===== config.mk =====
export PLATFORM = sky130hd
export DESIGN_NAME = ubx_frame_parser_top
export DESIGN_NICKNAME = d
export VERILOG_FILES = /design/src/sv/ubxfp_pkg.sv /design/src/sv/ubxfp_parser.sv /design/src/sv/ubx_frame_parser_top.sv
export SDC_FILE = /design/constraint.sdc
export NUM_CORES = 1
export LEC_CHECK = 0
export CAP_MARGIN = 40
export CORE_MARGIN = 3
export CORE_UTILIZATION = 36
export CTS_BUF_LIST = sky130_fd_sc_hd__clkbuf_4
export CTS_CLUSTER_DIAMETER = 120
export CTS_CLUSTER_SIZE = 12
export DETAILED_ROUTE_END_ITERATION = 10
export DONT_BUFFER_PORTS = 1
export PLACE_DENSITY = 0.53
export SLEW_MARGIN = 20
export SYNTH_ARGS = -nofsm -noshare
export SYNTH_HDL_FRONTEND = slang
export SYNTH_SLANG_ARGS = --single-unit

===== constraint.sdc =====
create_clock -name i_clk -period 14.37 [get_ports i_clk]
set_clock_uncertainty 0.05 [all_clocks]
set_input_delay 0.7185 -clock i_clk [delete_from_list [all_inputs] [get_ports i_clk]]
set_output_delay 0.7185 -clock i_clk [all_outputs]
set_load 0.01 [all_outputs]

===== src/sv/ubxfp_pkg.sv =====
package ubxfp_pkg;

    localparam logic [7:0] SYNC_FIRST  = 8'hB5;
    localparam logic [7:0] SYNC_SECOND = 8'h62;

    localparam logic [15:0] MAX_LEN_RESET    = 16'd512;
    localparam logic        CK_ENABLE_RESET  = 1'b1;

    localparam logic [0:0] CFG_MAX_LEN   = 1'd0;
    localparam logic [0:0] CFG_CK_ENABLE = 1'd1;

    localparam logic [1:0] KIND_DATA    = 2'd0;
    localparam logic [1:0] KIND_GOOD    = 2'd1;
    localparam logic [1:0] KIND_BADSUM  = 2'd2;
    localparam logic [1:0] KIND_TOOLONG = 2'd3;

    typedef struct packed {
        logic [15:0] max_len;
        logic        ck_enable;
    } t_cfg;

    typedef struct packed {
        logic [1:0]  kind;
        logic [7:0]  msg_class;
        logic [7:0]  msg_id;
        logic [15:0] payload_len;
        logic [15:0] byte_index;
        logic [7:0]  byte_value;
        logic        frame_end;
    } t_result;

endpackage


===== src/sv/ubxfp_parser.sv =====
module ubxfp_parser
    import ubxfp_pkg::*;
(
    input  logic       i_clk,
    input  logic       i_rst_n,
    input  logic       i_beat,
    input  logic [7:0] i_byte,
    input  t_cfg       i_cfg,
    output logic       o_res_valid,
    output t_result    o_res
);

    localparam logic [3:0] PH_HUNT    = 4'd0;
    localparam logic [3:0] PH_SYNC2   = 4'd1;
    localparam logic [3:0] PH_CLASS   = 4'd2;
    localparam logic [3:0] PH_ID      = 4'd3;
    localparam logic [3:0] PH_LEN_LO  = 4'd4;
    localparam logic [3:0] PH_LEN_HI  = 4'd5;
    localparam logic [3:0] PH_PAYLOAD = 4'd6;
    localparam logic [3:0] PH_CK_A    = 4'd7;
    localparam logic [3:0] PH_CK_B    = 4'd8;

    logic [3:0]  r_phase, n_phase;
    logic [7:0]  r_class, n_class;
    logic [7:0]  r_id, n_id;
    logic [15:0] r_len, n_len;
    logic [15:0] r_count, n_count;
    logic [7:0]  r_sum_a, n_sum_a;
    logic [7:0]  r_sum_b, n_sum_b;
    logic [7:0]  r_got_a, n_got_a;

    logic [7:0]  sum_a_base;
    logic [7:0]  sum_b_base;
    logic [7:0]  sum_a_add;
    logic [7:0]  sum_b_add;
    logic [15:0] len_full;
    logic [15:0] count_inc;
    logic        ck_ok;

    // class byte restarts the Fletcher sum
    assign sum_a_base = (r_phase == PH_CLASS) ? 8'd0 : r_sum_a;
    assign sum_b_base = (r_phase == PH_CLASS) ? 8'd0 : r_sum_b;
    assign sum_a_add  = sum_a_base + i_byte;
    assign sum_b_add  = sum_b_base + sum_a_add;
    assign len_full   = {i_byte, r_len[7:0]};
    assign count_inc  = r_count + 16'd1;
    assign ck_ok      = !i_cfg.ck_enable || ((r_got_a == r_sum_a) && (i_byte == r_sum_b));

    always_comb begin
        n_phase = r_phase;
        n_class = r_class;
        n_id    = r_id;
        n_len   = r_len;
        n_count = r_count;
        n_sum_a = r_sum_a;
        n_sum_b = r_sum_b;
        n_got_a = r_got_a;

        o_res_valid       = 1'b0;
        o_res.kind        = KIND_DATA;
        o_res.msg_class   = r_class;
        o_res.msg_id      = r_id;
        o_res.payload_len = r_len;
        o_res.byte_index  = 16'd0;
        o_res.byte_value  = 8'd0;
        o_res.frame_end   = 1'b0;

        if (i_beat) begin
            case (r_phase)
                PH_SYNC2: begin
                    if (i_byte == SYNC_SECOND) begin
                        n_phase = PH_CLASS;
                    end else if (i_byte != SYNC_FIRST) begin
                        n_phase = PH_HUNT;
                    end
                end
                PH_CLASS: begin
                    n_class = i_byte;
                    n_id    = 8'd0;
                    n_len   = 16'd0;
                    n_count = 16'd0;
                    n_got_a = 8'd0;
                    n_sum_a = sum_a_add;
                    n_sum_b = sum_b_add;
                    n_phase = PH_ID;
                end
                PH_ID: begin
                    n_id    = i_byte;
                    n_sum_a = sum_a_add;
                    n_sum_b = sum_b_add;
                    n_phase = PH_LEN_LO;
                end
                PH_LEN_LO: begin
                    n_len   = {8'd0, i_byte};
                    n_sum_a = sum_a_add;
                    n_sum_b = sum_b_add;
                    n_phase = PH_LEN_HI;
                end
                PH_LEN_HI: begin
                    n_len   = len_full;
                    n_sum_a = sum_a_add;
                    n_sum_b = sum_b_add;
                    n_count = 16'd0;
                    if (len_full > i_cfg.max_len) begin
                        n_phase           = PH_HUNT;
                        o_res_valid       = 1'b1;
                        o_res.kind        = KIND_TOOLONG;
                        o_res.payload_len = len_full;
                        o_res.frame_end   = 1'b1;
                    end else if (len_full == 16'd0) begin
                        n_phase = PH_CK_A;
                    end else begin
                        n_phase = PH_PAYLOAD;
                    end
                end
                PH_PAYLOAD: begin
                    n_sum_a          = sum_a_add;
                    n_sum_b          = sum_b_add;
                    n_count          = count_inc;
                    o_res_valid      = 1'b1;
                    o_res.kind       = KIND_DATA;
                    o_res.byte_index = r_count;
                    o_res.byte_value = i_byte;
                    if (count_inc >= r_len) begin
                        n_phase = PH_CK_A;
                    end
                end
                PH_CK_A: begin
                    n_got_a = i_byte;
                    n_phase = PH_CK_B;
                end
                PH_CK_B: begin
                    n_phase         = PH_HUNT;
                    o_res_valid     = 1'b1;
                    o_res.kind      = ck_ok ? KIND_GOOD : KIND_BADSUM;
                    o_res.frame_end = 1'b1;
                end
                default: begin
                    n_phase = (i_byte == SYNC_FIRST) ? PH_SYNC2 : PH_HUNT;
                end
            endcase
        end
    end

    always_ff @(posedge i_clk) begin
        if (!i_rst_n) begin
            r_phase <= PH_HUNT;
            r_class <= 8'd0;
            r_id    <= 8'd0;
            r_len   <= 16'd0;
            r_count <= 16'd0;
            r_sum_a <= 8'd0;
            r_sum_b <= 8'd0;
            r_got_a <= 8'd0;
        end else begin
            r_phase <= n_phase;
            r_class <= n_class;
            r_id    <= n_id;
            r_len   <= n_len;
            r_count <= n_count;
            r_sum_a <= n_sum_a;
            r_sum_b <= n_sum_b;
            r_got_a <= n_got_a;
        end
    end

endmodule


===== src/sv/ubx_frame_parser_top.sv =====
// Output: results are registered in the output register, or in the skid entry on a stall.
// Throughput: one byte per cycle unless stalled; the parser steps on every accepted beat.
// Stalls: a sink stall parks one result in the skid entry; o_s_tready is low while it is full.
// Reset (synchronous, active low): parser hunts for sync, frame state and sums zero,
// max_payload_len = 512, checksum_enable = 1, output buffer empty.
module ubx_frame_parser_top
    import ubxfp_pkg::*;
(
    input  logic        i_clk,
    input  logic        i_rst_n,

    input  logic        i_s_tvalid,
    output logic        o_s_tready,
    input  logic [7:0]  i_s_tdata,   // [7:0] rx_byte

    output logic        o_m_tvalid,
    input  logic        i_m_tready,
    output logic [55:0] o_m_tdata,   // [7:0] msg_class, [15:8] msg_id, [31:16] payload_len,
                                     // [47:32] byte_index, [55:48] byte_value
    output logic [1:0]  o_m_tuser,   // [1:0] kind
    output logic        o_m_tlast,   // frame_end

    input  logic        i_cfg_valid,
    output logic        o_cfg_ready,
    input  logic [0:0]  i_cfg_index,
    input  logic [15:0] i_cfg_data
);

    t_cfg    r_cfg;
    logic    beat_in;
    logic    res_valid;
    t_result res;

    logic    r_out_valid, n_out_valid;
    t_result r_out, n_out;
    logic    r_skid_valid, n_skid_valid;
    t_result r_skid, n_skid;
    logic    drain;

    assign o_cfg_ready = 1'b1;

    always_ff @(posedge i_clk) begin
        if (!i_rst_n) begin
            r_cfg.max_len   <= MAX_LEN_RESET;
            r_cfg.ck_enable <= CK_ENABLE_RESET;
        end else if (i_cfg_valid) begin
            case (i_cfg_index)
                CFG_MAX_LEN:   r_cfg.max_len   <= i_cfg_data;
                CFG_CK_ENABLE: r_cfg.ck_enable <= i_cfg_data[0];
                default:       r_cfg           <= r_cfg;
            endcase
        end
    end

    assign o_s_tready = !r_skid_valid;
    assign beat_in    = i_s_tvalid && o_s_tready;

    ubxfp_parser u_parser (
        .i_clk       (i_clk),
        .i_rst_n     (i_rst_n),
        .i_beat      (beat_in),
        .i_byte      (i_s_tdata),
        .i_cfg       (r_cfg),
        .o_res_valid (res_valid),
        .o_res       (res)
    );

    assign drain = r_out_valid && i_m_tready;

    always_comb begin
        n_out_valid  = r_out_valid;
        n_out        = r_out;
        n_skid_valid = r_skid_valid;
        n_skid       = r_skid;
        if (!r_out_valid || drain) begin
            if (r_skid_valid) begin
                n_out        = r_skid;
                n_out_valid  = 1'b1;
                n_skid_valid = 1'b0;
            end else begin
                n_out        = res;
                n_out_valid  = res_valid;
            end
        end else if (res_valid) begin
            n_skid       = res;
            n_skid_valid = 1'b1;
        end
    end

    always_ff @(posedge i_clk) begin
        if (!i_rst_n) begin
            r_out_valid  <= 1'b0;
            r_skid_valid <= 1'b0;
        end else begin
            r_out_valid  <= n_out_valid;
            r_skid_valid <= n_skid_valid;
        end
    end

    always_ff @(posedge i_clk) begin
        r_out  <= n_out;
        r_skid <= n_skid;
    end

    assign o_m_tvalid = r_out_valid;
    assign o_m_tdata  = {r_out.byte_value, r_out.byte_index, r_out.payload_len,
                         r_out.msg_id, r_out.msg_class};
    assign o_m_tuser  = r_out.kind;
    assign o_m_tlast  = r_out.frame_end;

    a_skid_behind_out: assert property (@(posedge i_clk) disable iff (!i_rst_n)
        r_skid_valid |-> r_out_valid)
        else $error("skid entry held while output register empty");

    a_last_is_status: assert property (@(posedge i_clk) disable iff (!i_rst_n)
        o_m_tvalid |-> (o_m_tlast == (o_m_tuser != KIND_DATA)))
        else $error("frame_end does not match result kind");

    a_status_zero_fields: assert property (@(posedge i_clk) disable iff (!i_rst_n)
        (o_m_tvalid && o_m_tlast) |-> (o_m_tdata[55:32] == 24'd0))
        else $error("status beat carries nonzero index or value");

    a_skid_not_overrun: assert property (@(posedge i_clk) disable iff (!i_rst_n)
        (r_skid_valid && !i_m_tready) |=> r_skid_valid)
        else $error("skid entry lost during stall");

endmodule

==> results by group <==
Outcome
  • Status: complete, no violations

Synth
  • Post-synthesis register bit count: 213
  • Syn_area_per_cell: 10.39 um^2
  • Most used DFF post-synth: edfxtp_1
  • Synthesized cell area: 10150 um^2
  • Yosys warnings: 0
  • Sequential share of the synthesized area: 53.63%
  • EDFF count, synth: 118
  • Post-synth ARST share: 0%
  • Cell variety after synth: 64
  • Syn Inst Count: 977
  • Synthesized net count: 1056

Critical path
  • Crit path launch: u_parser.r_phase[0]
  • CP Launch Type: register
  • Crit Path Max Fanout: 23
  • Reg2reg path depth: 16
  • Worst setup EP type: register
  • Worst setup path class: register to register
  • RR Startpoint: u_parser.r_phase[0]
  • WP data required: 14.87 ns
  • Arrival time at the worst endpoint: 4.67 ns

STA
  • Slew @ Worst Pin: 0.8060 ns
  • Hold slack: 0.1167 ns
  • Rel. slew slack: 46.04%
  • RSZ-0062 raised after global routing: no
  • Fin crit period: 4.164 ns
  • Slew Viols, Final: 0
  • Final worst-path cycle share: 28.98%
  • Final Setup Violations: 0
  • Hold Fails Final Rpt: 0
  • Max Fclk: 0.2401 GHz
  • Setup TNS: 0 ns

Final layout
  • Leading cell types in the layout, fill and taps excluded: nand2_1 (122), edfxtp_1 (118), a21oi_1 (98)
  • Non-filler instance count after layout: 1351
  • Commonest non-fill, non-tap cell in the layout: nand2_1
  • Share of layout cells above drive strength 1: 9.519%
  • Fin area: 10880 um^2
  • Layout area overhead: 7.123%
  • Nets: 1042

Drt
  • Wire length per cell: 17.56 um
  • Drt first pass iters: 7
  • Number of vias per cell: 5.120
  • Antenna Nets Post-Route: 0
  • Via count: 6917
  • DRC errors left: 0
  • DRT iter0 DRCs: 540
  • WL final: 23730 um

Clock network
  • Post-CTS setup buffers: 0
  • Root Buffer: clkbuf_4
  • Clk Latency, worst-skew pair: 0.64 ns
  • CTS clk-pin slew, worst paths: 0.13 ns
  • CTS resizes: 0
  • CTS Buffer Depth: 3
  • Clk sink count: 213
  • # hold bufs at CTS: 0
  • TritonCTS clock tree: yes
  • CTS buffer count: 21
  • H-tree depth: 1

Global route
  • Grt ovf: 0
  • Vias in the first global route: 6803
  • First-pass GRT wire length: 37870 um
  • GRT Overall Usage: 15.32%
  • Largest net degree at the start of global routing: 61
  • Initial antenna violation count: 2

Floorplanning
  • Die height: 173.9 um
  • Die area: 30260 um^2
  • Row count: 60
  • Effective utilization at floorplan: 37.16%
  • I/O pins: 92
  • Die X: 173.9 um
  • Core area: 27330 um^2

Power
  • Pwr Total: 1.025 mW
  • Lkg Pwr: 4.148 nW
  • Cell Pwr Density: 94.25 nW/um^2
  • Max IR drop VDD: 35.36 uV

Placement
  • DP HPWL: 15670 um
  • Placed Instance Area: 10550 um^2
  • RD Place Congestion: 0.8373
  • Port bufs: 0
  • Placed Cells: 1309

Hold path
  • Hold path start: i_rst_n
  • Hold path depth: 1
  • Worst Hold Class: primary input to register

Flow run
  • Max-Cap Viols: 0
metrics by stage:
step / utilization (%) / setup WS [ns]
2_1_floorplan: - / 9.062
3_3_place_gp: 38.36 / 10.09
3_5_place_dp: 38.60 / 10.07
4_1_cts: 39.61 / 10.03
5_1_grt: 39.80 / 9.733
6_report: 39.80 / 10.21
critical path, cell delays in order, from the launching register on:
cell and delay [ns]:
dfxtp_1 0.37, buf_8 0.17, nor4b_4 0.73, nor2b_1 0.11
ha_1 0.25, fa_1 0.40, a21o_1 0.17, a21oi_1 0.22
xnor2_1 0.18, ha_1 0.29, inv_1 0.08, nor2_1 0.05
o31a_1 0.12, o41ai_1 0.31, xnor2_1 0.15, or3_1 0.32
a31oi_1 0.13
power breakdown:
| group | switching (mW) | total (mW) | internal [mW] |
|---|---|---|---|
| registers | 0.00585 | 0.649 | 0.643 |
| logic | 0.0398 | 0.0675 | 0.0277 |
| clock network | 0.196 | 0.309 | 0.112 |
routing by layer:
metal	share of wire, %	vias up	wire length (um)	GRT usage (%)
li1	-	3434	-	-
met1	46	3266	10960	20.96
met2	46	175	10890	25.02
met3	5.8	40	1369	3.036
met4	2.1	2	490	3.820
met5	0.055	-	13	0
synthesized netlist by cell type (6+ instances only):
cell type | instances | area, um^2
nand2_1 | 122 | 457.9
edfxtp_1 | 118 | 3543
a21oi_1 | 98 | 490.5
dfxtp_1 | 95 | 1902
nor2_1 | 68 | 255.2
ha_1 | 47 | 588.1
nand3_1 | 44 | 220.2
clkbuf_1 | 43 | 161.4
inv_1 | 40 | 150.1
xnor2_1 | 35 | 306.5
a21o_1 | 34 | 255.2
and2_1 | 25 | 156.4
nor2b_1 | 22 | 137.6
o21ai_0 | 20 | 100.1
mux2_2 | 16 | 180.2
a22oi_1 | 13 | 97.59
nor3_1 | 12 | 60.06
mux2_4 | 8 | 120.1
mux2i_1 | 8 | 80.08
xor2_1 | 8 | 70.07
nand4_1 | 7 | 43.79
buf_2 | 6 | 30.03
layout make-up:
type | instances | area [um^2]
Tap cell | 372 | 465.4
Antenna cell | 2 | 5.005
Clock inverter | 1 | 5.005
Sequential cell | 213 | 5446
Fill cell | 2710 | 16450
Clock buffer | 36 | 270.3
Timing Repair Buffer | 15 | 167.7
Multi-Input combinational cell | 672 | 4367
Inverter | 40 | 150.1
registers in the layout, indices dropped and copies added (netlist names), 16 cells and up:
| register | flops |
|---|---|
| r_skid | 59 |
| u_parser.r_len | 16 |
| r_cfg | 17 |
| u_parser.r_count | 16 |
| o_m_tdata | 56 |
kinds of logic (layout without fill, tap and decap cells):
kind of cell | after synthesis | count (layout) | synth area share [%]
flip-flops | 213 | 213 | 53.63
multiplexers | 32 | 32 | 3.746
XOR/XNOR | 43 | 43 | 3.709
other | 1 | 3 | 0.03693
AO/OA/AOI/OAI | 212 | 212 | 13.39
adder cells (fa/ha/maj) | 49 | 49 | 6.186
AND/OR/NAND/NOR | 335 | 335 | 15.79
buffers and inverters | 92 | 92 | 3.512
final timing paths:
| path | end | slack (ns) |
|---|---|---|
| setup / recovery | u_parser.r_sum_b[7] | 10.21 |
| hold / removal | r_cfg[0] | 0.12 |
| setup reg to reg | u_parser.r_sum_b[7] | 10.21 |
| hold reg to reg | r_cfg[4] | 0.42 |
Power figures use the tool's default switching activity.
